**src/design/cssu_pkg.sv**
```systemverilog
// ----------------------------------------------------------------------------
// cssu_pkg
// Shared types and constants of the counter scan unit: item kinds, field
// widths, the divide-by-ten reciprocal and the seven-segment decoder.
// ----------------------------------------------------------------------------
package cssu_pkg;

    localparam int ENABLE_BITS  = 5;
    localparam int SEG_BITS     = 8;
    localparam int LOAD_BITS    = 16;
    localparam int WIDE_BITS    = 32;
    localparam int QUEUE_DEPTH  = 2;

    // Quotient of x / 10 is (x * DIV10_MUL) >> DIV10_SHIFT for any 32-bit x.
    localparam logic [WIDE_BITS-1:0] DIV10_MUL   = 32'hCCCC_CCCD;
    localparam int                   DIV10_SHIFT = 35;

    typedef enum logic {
        KIND_SAMPLE = 1'b0,
        KIND_LOAD   = 1'b1
    } t_kind;

    localparam logic BUTTON_PRESSED = 1'b0;

    typedef struct packed {
        logic full;
        logic empty;
    } t_queue_stat;

    function automatic logic [SEG_BITS-1:0] seg_pattern(input logic [3:0] digit);
        logic [SEG_BITS-1:0] pat;
        unique case (digit)
            4'd0:    pat = 8'b1101_1101;
            4'd1:    pat = 8'b0101_0000;
            4'd2:    pat = 8'b1001_1011;
            4'd3:    pat = 8'b1101_1010;
            4'd4:    pat = 8'b0101_0110;
            4'd5:    pat = 8'b1100_1110;
            4'd6:    pat = 8'b1100_1111;
            4'd7:    pat = 8'b0101_1000;
            4'd8:    pat = 8'b1101_1111;
            4'd9:    pat = 8'b1101_1110;
            default: pat = '0;
        endcase
        return pat;
    endfunction

endpackage

```
**src/design/cssu_if.sv**
```systemverilog
// ----------------------------------------------------------------------------
// cssu_if
// Valid/ready channels of the counter scan unit: input items and digit results.
// ----------------------------------------------------------------------------
interface cssu_in_if
    import cssu_pkg::*;
();
    logic                 valid;
    logic                 ready;
    logic                 kind;
    logic                 button_level;
    logic [LOAD_BITS-1:0] load_value;

    modport source (output valid, kind, button_level, load_value, input ready);
    modport sink   (input valid, kind, button_level, load_value, output ready);
endinterface

interface cssu_out_if
    import cssu_pkg::*;
();
    logic                   valid;
    logic                   ready;
    logic [ENABLE_BITS-1:0] digit_enable;
    logic [SEG_BITS-1:0]    segments;
    logic                   last;

    modport source (output valid, digit_enable, segments, last, input ready);
    modport sink   (input valid, digit_enable, segments, last, output ready);
endinterface

```
**src/design/cssu_front.sv**
```systemverilog
// ----------------------------------------------------------------------------
// cssu_front
// Accepts items, updates the event count and queues a snapshot of the count
// for the scan engine.
// ----------------------------------------------------------------------------
module cssu_front
    import cssu_pkg::*;
#(
    parameter int COUNT_BITS = 16
) (
    input  logic                  i_clk,
    input  logic                  i_rst_n,
    cssu_in_if.sink               i_item,
    input  t_queue_stat           i_stat,
    output logic                  o_push,
    output logic [COUNT_BITS-1:0] o_push_data
);

    logic [COUNT_BITS-1:0] r_count;
    logic [COUNT_BITS-1:0] n_count;
    logic [WIDE_BITS-1:0]  w_load_wide;
    logic                  w_accept;

    assign i_item.ready = !i_stat.full;
    assign w_accept     = i_item.valid && i_item.ready;
    assign w_load_wide  = {{(WIDE_BITS - LOAD_BITS){1'b0}}, i_item.load_value};

    always_comb begin
        n_count = r_count;
        if (i_item.kind == KIND_LOAD) begin
            n_count = w_load_wide[COUNT_BITS-1:0];
        end else if (i_item.button_level == BUTTON_PRESSED) begin
            n_count = r_count + COUNT_BITS'(1);
        end
    end

    always_ff @(posedge i_clk) begin
        if (!i_rst_n) begin
            r_count <= '0;
        end else if (w_accept) begin
            r_count <= n_count;
        end
    end

    assign o_push      = w_accept;
    assign o_push_data = n_count;

endmodule

```
**src/design/cssu_queue.sv**
```systemverilog
// ----------------------------------------------------------------------------
// cssu_queue
// Two-entry queue of count snapshots between the front end and the scan engine.
// ----------------------------------------------------------------------------
module cssu_queue
    import cssu_pkg::*;
#(
    parameter int WIDTH = 16
) (
    input  logic             i_clk,
    input  logic             i_rst_n,
    input  logic             i_push,
    input  logic [WIDTH-1:0] i_push_data,
    input  logic             i_pop,
    output logic [WIDTH-1:0] o_pop_data,
    output t_queue_stat      o_stat
);

    localparam int PTR_W = $clog2(QUEUE_DEPTH);
    localparam int CNT_W = $clog2(QUEUE_DEPTH + 1);

    logic [WIDTH-1:0] r_mem [QUEUE_DEPTH];
    logic [PTR_W-1:0] r_wptr;
    logic [PTR_W-1:0] r_rptr;
    logic [CNT_W-1:0] r_cnt;

    always_ff @(posedge i_clk) begin
        if (!i_rst_n) begin
            r_wptr <= '0;
            r_rptr <= '0;
            r_cnt  <= '0;
        end else begin
            if (i_push) begin
                r_wptr <= r_wptr + PTR_W'(1);
            end
            if (i_pop) begin
                r_rptr <= r_rptr + PTR_W'(1);
            end
            if (i_push && !i_pop) begin
                r_cnt <= r_cnt + CNT_W'(1);
            end else if (!i_push && i_pop) begin
                r_cnt <= r_cnt - CNT_W'(1);
            end
        end
    end

    always_ff @(posedge i_clk) begin
        if (i_push) begin
            r_mem[r_wptr] <= i_push_data;
        end
    end

    assign o_pop_data  = r_mem[r_rptr];
    assign o_stat.full  = (r_cnt == CNT_W'(QUEUE_DEPTH));
    assign o_stat.empty = (r_cnt == '0);

    a_no_push_full: assert property (@(posedge i_clk) disable iff (!i_rst_n)
        i_push |-> !o_stat.full)
        else $error("push into a full queue");

    a_no_pop_empty: assert property (@(posedge i_clk) disable iff (!i_rst_n)
        i_pop |-> !o_stat.empty)
        else $error("pop from an empty queue");

    a_cnt_bound: assert property (@(posedge i_clk) disable iff (!i_rst_n)
        r_cnt <= CNT_W'(QUEUE_DEPTH))
        else $error("queue fill count out of range");

endmodule

```
**src/design/cssu_back.sv**
```systemverilog
// ----------------------------------------------------------------------------
// cssu_back
// Scan engine: splits a count snapshot into decimal digits, one per cycle while
// the results are taken, and drives the registered digit results.
// ----------------------------------------------------------------------------
module cssu_back
    import cssu_pkg::*;
#(
    parameter int NUM_DIGITS = 5,
    parameter int COUNT_BITS = 16
) (
    input  logic                  i_clk,
    input  logic                  i_rst_n,
    input  t_queue_stat           i_stat,
    input  logic [COUNT_BITS-1:0] i_pop_data,
    output logic                  o_pop,
    cssu_out_if.source            o_result
);

    localparam int                IDX_W    = (NUM_DIGITS > 1) ? $clog2(NUM_DIGITS) : 1;
    localparam logic [IDX_W-1:0]  LAST_IDX = IDX_W'(NUM_DIGITS - 1);
    localparam int                PROD_W   = 2 * WIDE_BITS;

    logic                     r_busy;
    logic [COUNT_BITS-1:0]    r_rest;
    logic [IDX_W-1:0]         r_idx;
    logic                     r_out_valid;
    logic [ENABLE_BITS-1:0]   r_out_en;
    logic [SEG_BITS-1:0]      r_out_seg;
    logic                     r_out_last;

    logic [PROD_W-1:0]        w_prod;
    logic [COUNT_BITS-1:0]    w_quot;
    logic [COUNT_BITS+3:0]    w_quot10;
    logic [COUNT_BITS+3:0]    w_diff;
    logic [3:0]               w_digit;
    logic [ENABLE_BITS-1:0]   w_en;
    logic                     w_step;
    logic                     w_finish;

    assign w_prod   = PROD_W'({{(WIDE_BITS - COUNT_BITS){1'b0}}, r_rest}) * PROD_W'(DIV10_MUL);
    assign w_quot   = w_prod[DIV10_SHIFT +: COUNT_BITS];
    assign w_quot10 = {1'b0, w_quot, 3'b000} + {3'b000, w_quot, 1'b0};
    assign w_diff   = {4'b0000, r_rest} - w_quot10;
    assign w_digit  = w_diff[3:0];
    assign w_en     = (int'(r_idx) < ENABLE_BITS) ? (ENABLE_BITS'(1) << r_idx) : '0;

    assign w_step   = r_busy && (!r_out_valid || o_result.ready);
    assign w_finish = w_step && (r_idx == LAST_IDX);
    assign o_pop    = !i_stat.empty && (!r_busy || w_finish);

    always_ff @(posedge i_clk) begin
        if (!i_rst_n) begin
            r_busy      <= 1'b0;
            r_idx       <= '0;
            r_out_valid <= 1'b0;
        end else begin
            if (o_pop) begin
                r_busy <= 1'b1;
                r_idx  <= '0;
            end else if (w_finish) begin
                r_busy <= 1'b0;
            end else if (w_step) begin
                r_idx <= r_idx + IDX_W'(1);
            end
            if (w_step) begin
                r_out_valid <= 1'b1;
            end else if (o_result.ready) begin
                r_out_valid <= 1'b0;
            end
        end
    end

    always_ff @(posedge i_clk) begin
        if (o_pop) begin
            r_rest <= i_pop_data;
        end else if (w_step) begin
            r_rest <= w_quot;
        end
        if (w_step) begin
            r_out_en   <= w_en;
            r_out_seg  <= seg_pattern(w_digit);
            r_out_last <= (r_idx == LAST_IDX);
        end
    end

    assign o_result.valid        = r_out_valid;
    assign o_result.digit_enable = r_out_en;
    assign o_result.segments     = r_out_seg;
    assign o_result.last         = r_out_last;

    a_idx_range: assert property (@(posedge i_clk) disable iff (!i_rst_n)
        r_busy |-> (r_idx <= LAST_IDX))
        else $error("digit index beyond the scan pass");

    a_pop_when_free: assert property (@(posedge i_clk) disable iff (!i_rst_n)
        o_pop |-> (!r_busy || w_finish))
        else $error("new snapshot taken in the middle of a scan pass");

    a_pass_starts: assert property (@(posedge i_clk) disable iff (!i_rst_n)
        o_pop |=> (r_busy && r_idx == '0))
        else $error("scan pass did not start at the units digit");

endmodule

```
**src/design/counter_seven_segment_scan_unit.sv**
```systemverilog
// ----------------------------------------------------------------------------
// counter_seven_segment_scan_unit
// Event counter with a decimal seven-segment scan: every item may update the
// count and yields one scan pass of digit results, units digit first.
//
//   Channel    Dir  Handshake      Payload
//   i_item     in   valid/ready    kind, button_level, load_value
//   o_result   out  valid/ready    digit_enable, segments, last
//
// Each item's scan pass leaves at one result per cycle while o_result does not
// stall, set by the one-digit-per-cycle divide-by-ten step of the scan engine.
// Reset is synchronous and active low; the count resets to zero.
// A two-entry queue lets the front keep taking items while results stall.
// ----------------------------------------------------------------------------
module counter_seven_segment_scan_unit
    import cssu_pkg::*;
#(
    parameter int NUM_DIGITS = 5,
    parameter int COUNT_BITS = 16
) (
    input  logic       i_clk,
    input  logic       i_rst_n,
    cssu_in_if.sink    i_item,
    cssu_out_if.source o_result
);

    t_queue_stat           w_stat;
    logic                  w_push;
    logic [COUNT_BITS-1:0] w_push_data;
    logic                  w_pop;
    logic [COUNT_BITS-1:0] w_pop_data;

    cssu_front #(
        .COUNT_BITS (COUNT_BITS)
    ) u_front (
        .i_clk       (i_clk),
        .i_rst_n     (i_rst_n),
        .i_item      (i_item),
        .i_stat      (w_stat),
        .o_push      (w_push),
        .o_push_data (w_push_data)
    );

    cssu_queue #(
        .WIDTH (COUNT_BITS)
    ) u_queue (
        .i_clk       (i_clk),
        .i_rst_n     (i_rst_n),
        .i_push      (w_push),
        .i_push_data (w_push_data),
        .i_pop       (w_pop),
        .o_pop_data  (w_pop_data),
        .o_stat      (w_stat)
    );

    cssu_back #(
        .NUM_DIGITS (NUM_DIGITS),
        .COUNT_BITS (COUNT_BITS)
    ) u_back (
        .i_clk      (i_clk),
        .i_rst_n    (i_rst_n),
        .i_stat     (w_stat),
        .i_pop_data (w_pop_data),
        .o_pop      (w_pop),
        .o_result   (o_result)
    );

endmodule

```
**src/flat_wrapper.sv**
```systemverilog
// flat-port wrapper written by rule: the top's interface ports become plain ports
module counter_seven_segment_scan_unit_flat import cssu_pkg::*;
#(
    parameter int NUM_DIGITS = 5,
    parameter int COUNT_BITS = 16
)
  (i_clk, i_rst_n, i_item_valid, i_item_kind, i_item_button_level, i_item_load_value, i_item_ready, o_result_valid, o_result_digit_enable, o_result_segments, o_result_last, o_result_ready);
  cssu_in_if i_item_i ();
  cssu_out_if o_result_i ();
  input  logic i_clk;
  input  logic i_rst_n;
  input wire logic [$bits(i_item_i.valid)-1:0] i_item_valid;
  input wire logic [$bits(i_item_i.kind)-1:0] i_item_kind;
  input wire logic [$bits(i_item_i.button_level)-1:0] i_item_button_level;
  input wire logic [$bits(i_item_i.load_value)-1:0] i_item_load_value;
  output wire logic [$bits(i_item_i.ready)-1:0] i_item_ready;
  output wire logic [$bits(o_result_i.valid)-1:0] o_result_valid;
  output wire logic [$bits(o_result_i.digit_enable)-1:0] o_result_digit_enable;
  output wire logic [$bits(o_result_i.segments)-1:0] o_result_segments;
  output wire logic [$bits(o_result_i.last)-1:0] o_result_last;
  input wire logic [$bits(o_result_i.ready)-1:0] o_result_ready;
  assign i_item_i.valid = i_item_valid;
  assign i_item_i.kind = i_item_kind;
  assign i_item_i.button_level = i_item_button_level;
  assign i_item_i.load_value = i_item_load_value;
  assign i_item_ready = i_item_i.ready;
  assign o_result_valid = o_result_i.valid;
  assign o_result_digit_enable = o_result_i.digit_enable;
  assign o_result_segments = o_result_i.segments;
  assign o_result_last = o_result_i.last;
  assign o_result_i.ready = o_result_ready;
  counter_seven_segment_scan_unit #(.NUM_DIGITS(NUM_DIGITS), .COUNT_BITS(COUNT_BITS)) u_core (.i_clk(i_clk), .i_rst_n(i_rst_n), .i_item(i_item_i), .o_result(o_result_i));
endmodule
```
**config.mk**
```make
export PLATFORM = sky130hd
export DESIGN_NAME = counter_seven_segment_scan_unit_flat
export DESIGN_NICKNAME = d
export VERILOG_FILES = /design/src/design/cssu_pkg.sv /design/src/design/cssu_if.sv /design/src/design/cssu_front.sv /design/src/design/cssu_queue.sv /design/src/design/cssu_back.sv /design/src/design/counter_seven_segment_scan_unit.sv /design/src/flat_wrapper.sv
export SDC_FILE = /design/constraint.sdc
export NUM_CORES = 1
export LEC_CHECK = 0
export ABC_AREA = 1
export BUFFER_PORTS_ARGS = -buffer_cell sky130_fd_sc_hd__buf_2
export CAP_MARGIN = 20
export CORE_ASPECT_RATIO = 1.5
export CORE_UTILIZATION = 60
export CTS_BUF_LIST = sky130_fd_sc_hd__clkbuf_4 sky130_fd_sc_hd__clkbuf_8 sky130_fd_sc_hd__clkbuf_16
export CTS_CLUSTER_DIAMETER = 80
export DETAILED_ROUTE_END_ITERATION = 8
export GPL_TIMING_DRIVEN = 0
export PLACE_DENSITY = 0.79
export SYNTH_ARGS = -nofsm -noshare
export SYNTH_HDL_FRONTEND = slang
export SYNTH_SLANG_ARGS = --single-unit
```
**constraint.sdc**
```tcl
create_clock -name i_clk -period 15.85 [get_ports i_clk]
set_clock_uncertainty 0.15 [all_clocks]
set_input_delay 3.17 -clock i_clk [delete_from_list [all_inputs] [get_ports i_clk]]
set_output_delay 3.17 -clock i_clk [all_outputs]
set_load 0.05 [all_outputs]
```
==> results of run 1 <==
==> cell usage after synthesis, drive strengths merged <==
cell	instances
o211ai	3
dfxtp	26
nor4	4
a221oi	1
or2	5
buf	3
mux2i	2
a21o	10
clkinv	2
and3	2
nor3	12
a21oi	69
nand4	10
nand3b	3
conb	1
and2	1
edfxtp	61
o221ai	1
nor2	79
fa	82
xor2	13
nand2	222
xnor2	3
a21boi	2
inv	259
o21bai	3
o21ai	51
a211oi	1
nand3	50
a31oi	4
clkbuf	12
ha	143
o21a	3
==> cell families (layout without fill, tap and decap cells) <==
kind of cell               after synthesis  count (layout)  share of synthesized area
and+or+nand+nor                        388             388                      0.179
buffers and inverters                  276             331                      0.110
adders and majority gates              225             225                      0.361
AOI/OAI and AO/OA                      148             148                     0.0862
DFF                                     87              87                      0.247
xor gates and xnor gates                16              16                     0.0147
muxes                                    2               2                    0.00211
other                                    1               1                   0.000394
==> cell usage in the layout (no fill, tap or decap), drive strengths merged <==
cell      n
clkbuf   23
edfxtp   61
nor3     12
nor2     79
dfxtp    26
fa       82
a21oi    69
ha      143
clkinv    5
and3      2
a211oi    1
inv     261
a31oi     4
a221oi    1
and2      1
xnor2     3
or2       5
o211ai    3
nand2   222
mux2i     2
a21o     10
o21bai    3
conb      1
nand3b    3
nand3    50
a21boi    2
o221ai    1
buf      42
nand4    10
o21ai    51
xor2     13
nor4      4
o21a      3
==> through the flow <==
stage | setup slack (ns) | utilization | hold WS [ns] | instance area (um^2) | std cells
after global placement | 8.81 | 0.639 | 0.287 | 9940 | 1381
after floorplan | 9.51 | - | 0.275 | 9510 | 1143
after CTS | 8.76 | 0.660 | 0.317 | 10300 | 1401
final | 8.74 | 0.660 | 0.319 | 10300 | 1401
after global routing | 8.24 | 0.660 | 0.337 | 10300 | 1401
after detailed placement | 8.77 | 0.641 | 0.306 | 9970 | 1385
==> registers in the layout, indices dropped and copies added (netlist names), 2 cells and up, named ones only <==
name / flops
u_core.u_back.o_result.digit_enable: 5
u_core.u_back.o_result.segments: 7
u_core.u_back.r_idx: 3
u_core.u_back.r_rest: 16
u_core.u_front.r_count: 16
u_core.u_queue.r_cnt: 2
u_core.u_queue.r_mem: 32
==> worst max path at each step <==
stage,startpoint,end,cells after the start
finish,u_core.u_back.r_rest[1],u_core.u_back.o_result.segments[3],27
global route,u_core.u_back.r_rest[1],u_core.u_back.o_result.segments[3],27
CTS,u_core.u_back.r_rest[1],u_core.u_back.o_result.segments[3],27
detailed placement,u_core.u_back.r_rest[1],u_core.u_back.o_result.segments[3],27
global placement,u_core.u_back.r_rest[1],u_core.u_back.o_result.segments[3],27
floorplan,u_core.u_back.r_rest[8],u_core.u_back.o_result.segments[3],31
==> layer usage <==
metal | share of wire | vias up | GRT usage
met3 | 0.030 | 90 | 0.0209
li1 | - | 3738 | -
met2 | 0.55 | 208 | 0.575
met5 | 0 | - | 0
met4 | 0.072 | 0 | 0.209
met1 | 0.34 | 3512 | 0.257
==> layout make-up <==
| type | count | area, um^2 |
|---|---|---|
| clock inverters | 5 | 40.0 |
| inverters | 261 | 980 |
| well taps | 203 | 254 |
| plain buffers | 15 | 62.6 |
| fillers | 1304 | 5300 |
| clock buffers | 11 | 246 |
| repair buffers | 39 | 209 |
| multi-input cells | 780 | 6120 |
| flip-flops and latches | 87 | 2350 |
==> worst max-delay path: cells and delay by family (launching register included) <==
| kind | cells | cell delay, ns |
|---|---|---|
| buf+inv | 6 | 0.48 |
| flops | 1 | 0.57 |
| fa+ha+maj | 8 | 3.73 |
| simple gates | 10 | 1.44 |
| compound gates | 3 | 0.61 |
==> summary.txt, run 1 <==
Outcome
  • Outcome: complete, no violations

Global route
  • First-pass GRT wire length: between 30000 and 40000 um
  • Pin count of the biggest net entering global routing: 16
  • Via count of the first global-routing pass: 7877
  • Initial antenna violation count: 0
  • Total gr overflow: 0
  • Total track usage: 0.283

Critical path
  • CP startpoint kind: flop
  • Worst reg2reg endpoint: u_core.u_back.o_result.segments[3]
  • WP data required: between 15 and 20 ns
  • Slowest CP cell: fa_1
  • CP Data Arrival Time: 7.16 ns
  • Top cell by count, worst path: inv_1
  • Maximum net fanout on the critical path: 7
  • WS Path Type: reg2reg
  • Critical Path End Type: flop
  • Critical Path Max Stage Delay: 0.65 ns
  • Reg2Reg Depth: 27
  • R2r startpoint: u_core.u_back.r_rest[1]
  • FF-to-FF setup slack: 8.74 ns

Floorplan
  • # rows: 56
  • Core area: around 0.016 mm^2
  • Die width: 105 um
  • Die Height: about 160 um
  • I/O pin total: 38
  • Area of the die: 0.0164 mm^2
  • Initial Util: 0.611

STA
  • Final hold viol count: 0
  • Final Cycle Share: 0.448
  • Worst slew pin tran: 0.697 ns
  • Final setup viols: 0
  • Worst slew margin relative to its limit: 0.530
  • Setup TNS: 0 ns
  • Max Slew Vio Count: 0
  • RSZ-0062 raised after global routing: no
  • F_max: 0.141 GHz
  • Crit path time final: 7.11 ns

Cells and area
  • Diode count: 0
  • Synth-to-layout area growth: 7.88%
  • Final Net Count: 1440
  • Ratio of cells with drive above 1 in the final layout: 0.0760

Worst hold path
  • Hold Crit Depth: 1
  • Hold EP: u_core.u_queue.r_rptr
  • HP Class: reg2reg
  • Min-delay src: u_core.u_queue.r_rptr

Clock network
  • Clk slew on worst S/H paths: around 0.060 ns
  • Clk sinks: 87
  • Clk root buf: clkbuf_16
  • Hold-fix buffers, CTS: 0
  • CTS Buf Count: 9
  • H-tree depth: 3
  • Worst-case clock buffer depth: 2
  • CTS tree: built
  • # Post-CTS Setup Buffers: 0
  • CTS resizes: 0
  • Worst-Skew Late Latency: between 0.3 and 0.4 ns

Logic synthesis
  • Syn Inst Count: 1143
  • Mapped Area: 0.00951 mm^2
  • Syn_area_per_cell: 8.32 um^2
  • Cell taking the most area after synthesis: edfxtp_1
  • Syn nets: 1390
  • Yosys top cell area share: 0.193
  • Distinct cells, synth: 44
  • Synth warnings: 0
  • Register area share after synthesis: 0.247
  • Post-synthesis register bit count: 87
  • Most area-consuming cells after synthesis: edfxtp_1 19%, ha_1 19%, fa_1 17%

Detailed routing
  • Antenna-violating nets left: 0
  • Vias: ~7500
  • WL/cell: 15.4 um
  • Drt initial violations: 279
  • Drt total wl: about 22000 um
  • Total iterations of the first detailed-routing run: 5
  • Drt drc: 0
  • Post-DR vias/cell: 5.39

Placement
  • IO Port Bufs: 35
  • HPWL after DPL: between 15000 and 20000 um
  • Gp weighted congestion: 0.942

Flow run
  • Max Cap Viol: 0
Power of run 1 is left out: the tool's default activity adds up to more than one toggle a clock period on the data nets, which glitch-free logic cannot reach.
==> inputs of run 2 (changes only) <==
- ABC_AREA: 1 -> 0
- CORE_UTILIZATION: 60 -> 58
- PLACE_DENSITY: 0.79 -> 0.8
- clock period: 15.85 -> 6.01 ns (I/O delays scaled with it)
==> run 2 against run 1 <==
Compared with the run above: register-to-register slack lost 10 ns; synthesized area shrank 8.2%; first-iteration DRC count shrank 0.36%; critical endpoint is now u_core.u_back.o_result.segments[6]; design area shrank 0.18%; core utilization grew 4.2 points; cell count shrank 17%; worst hold slack gained 0.0073 ns; non-clock buffer count grew 47; critical path depth is the same; the flow now finishes with violations (negative setup slack).
==> summary.txt, run 2 <==
Outcome
  • Outcome: complete, but fails checks
  • Failing checks: negative setup slack

Worst hold path
  • Hold EP: u_core.u_front.r_count[15]
  • HP Class: reg2reg
  • Hold Crit Depth: 2
  • Min-delay src: u_core.u_front.r_count[15]

Floorplan
  • Die width: between 100 and 150 um
  • I/O pin total: 38
  • Die Height: between 150 and 200 um
  • Area of the die: between 0.015 and 0.02 mm^2
  • Core area: about 0.015 mm^2
  • Initial Util: 0.598
  • # rows: 54

Global route
  • First-pass GRT wire length: ~31000 um
  • Pin count of the biggest net entering global routing: 17
  • Via count of the first global-routing pass: 6726
  • Total gr overflow: 0
  • Initial antenna violation count: 0
  • Total track usage: 0.261

Logic synthesis
  • Syn_area_per_cell: 10.2 um^2
  • Post-synth EDFFs: 61
  • Cell taking the most area after synthesis: edfxtp_1
  • Syn nets: 1106
  • Mapped Area: 0.00873 mm^2
  • Syn Inst Count: 859
  • Distinct cells, synth: 60
  • Top FF cell, synth: edfxtp_1
  • List of most frequent post-synthesis cells: 173 x inv_1, 143 x ha_1, 83 x nand2_1
  • Post-synthesis register bit count: 87
  • Synth warnings: 0
  • Count leader, synth: inv_1
  • Register area share after synthesis: 0.269
  • Async set-reset flop share out of synthesis: 0
  • Most area-consuming cells after synthesis: edfxtp_1 21%, ha_1 20%, fa_1 19%
  • Yosys top cell area share: 0.210

STA
  • Final setup viols: 17
  • RSZ-0062 raised after global routing: yes
  • F_max: 0.135 GHz
  • Final hold viol count: 0
  • Worst slew margin relative to its limit: 0.499
  • Max Slew Vio Count: 0
  • Setup ws final: -1.42 ns
  • Crit path time final: 7.43 ns
  • Final Cycle Share: 1.24
  • Worst slew pin tran: 0.752 ns
  • Final hold slack: 0.327 ns

Detailed routing
  • Drt total wl: approximately 20000 um
  • Drt drc: 0
  • Antenna-violating nets left: 0
  • Post-DR vias/cell: approximately 5.5
  • Total iterations of the first detailed-routing run: 5
  • Drt initial violations: 278
  • WL/cell: between 15 and 20 um
  • Vias: 6388

Cells and area
  • Final Net Count: ~1200
  • Ratio of cells with drive above 1 in the final layout: 0.192
  • Final Instance Count excl. Fillers: 1158
  • Commonest non-fill, non-tap cell in the layout: inv_1
  • Commonest non-fill, non-tap cells in the layout: 161 x inv_1, 130 x ha_1, 81 x nand2_1, 73 x fa_1, 61 x edfxtp_1
  • Fillers: 1037
  • Max reg flops: 32
  • Largest registers: u_core.u_queue.r_mem x32, u_core.u_back.r_rest x16, u_core.u_front.r_count x16
  • Synth-to-layout area growth: 17.3%
  • Diode count: 0
  • Most flop-heavy register: u_core.u_queue.r_mem

Placement
  • IO Port Bufs: 36
  • Gp weighted congestion: 0.922
  • DP Cell Count: 1092
  • HPWL after DPL: 14800 um

Clock network
  • Clk root buf: clkbuf_16
  • Clk sinks: 87
  • CTS Buf Count: 9
  • H-tree depth: 3
  • Worst-case clock buffer depth: 2
  • Worst-Skew Late Latency: 0.33 ns
  • Clk slew on worst S/H paths: ~0.060 ns
  • CTS tree: built

Critical path
  • Maximum net fanout on the critical path: 10
  • WP data required: 5.94 ns
  • CP delay by family, top: adder cells
  • Reg2Reg Depth: 27
  • Critical Path Max Stage Delay: roughly 0.56 ns
  • Critical path buffer and inverter count: 7
  • WS Path Type: reg2reg
  • CP Data Arrival Time: 7.36 ns
  • Slowest CP cell: fa_2
  • Worst reg2reg endpoint: u_core.u_back.o_result.segments[6]
  • R2r startpoint: u_core.u_back.r_rest[8]
  • CP startpoint kind: flop
  • Top cell by count, worst path: fa_1
  • Critical Path End Type: flop
  • FF-to-FF setup slack: -1.42 ns

Flow run
  • Max Cap Viol: 0
run 2: tightest hold or removal path, delay by kind of cell (launching register included):
kind | cells | cell delay, ns
flops | 1 | 0.31
compound gates | 1 | 0.06
simple gates | 1 | 0.05
run 2: final cells by class:
type                            instances  area (um^2)  area share
Buffer                                 14         60.1     0.00586
Clock buffer                           14          315      0.0308
Clock inverter                          2         15.0     0.00147
Inverter                              174          653      0.0638
Multi-Input combinational cell        584         6010       0.587
Sequential cell                        87         2350       0.230
Tap cell                              196          245      0.0239
Timing Repair Buffer                   87          589      0.0575
run 2: stage by stage:
stage / TNS, ns / cell area, um^2 / setup slack [ns] / utilization
2_1_floorplan: -7.18 / 8780 / -1.19 / -
5_1_grt: -14.21 / 10200 / -1.57 / 0.702
6_report: -11.55 / 10200 / -1.42 / 0.702
3_3_place_gp: -17.45 / 9210 / -1.89 / 0.631
4_1_cts: -9.21 / 10000 / -1.27 / 0.686
3_5_place_dp: -18.54 / 9220 / -1.94 / 0.632
run 2: worst max path at each step:
stage	from	to	depth (start not counted)
2_1_floorplan	u_core.u_back.r_rest[7]	u_core.u_back.o_result.segments[6]	26
3_3_place_gp	u_core.u_back.r_rest[8]	u_core.u_back.o_result.segments[6]	28
3_5_place_dp	u_core.u_back.r_rest[8]	u_core.u_back.o_result.segments[6]	28
4_1_cts	u_core.u_back.r_rest[8]	u_core.u_back.o_result.segments[6]	28
5_1_grt	u_core.u_back.r_rest[5]	u_core.u_back.o_result.segments[2]	27
6_report	u_core.u_back.r_rest[8]	u_core.u_back.o_result.segments[6]	27
run 2: kinds of logic (layout without fill, tap and decap cells):
family | count (synthesis) | count (layout) | share of synthesized area
compound gates | 119 | 119 | 0.0891
simple gates | 174 | 174 | 0.0947
xor+xnor | 39 | 39 | 0.0413
other cells | 1 | 1 | 0.000429
buf+inv | 188 | 291 | 0.0812
fa+ha+maj | 225 | 225 | 0.393
flops | 87 | 87 | 0.269
mux | 26 | 26 | 0.0309
run 2: what timing repair did:
| action | 4_1_cts | 5_1_grt |
|---|---|---|
| gates resized for setup | 49 | 32 |
| cloned | 0 | 0 |
| pin swaps | 31 | 19 |
| buffers inserted | 37 | 12 |
| hold buffers | 0 | 0 |
| setup endpoints to repair | 20 | 18 |
run 2: metal layers:
layer | GRT usage | vias to the layer above | share of wire
li1 | - | 3033 | -
met1 | 0.253 | 3067 | 0.34
met2 | 0.502 | 197 | 0.56
met3 | 0.0216 | 91 | 0.030
met4 | 0.171 | 0 | 0.070
met5 | 0 | - | 0
Power of run 2 is left out for the same reason.
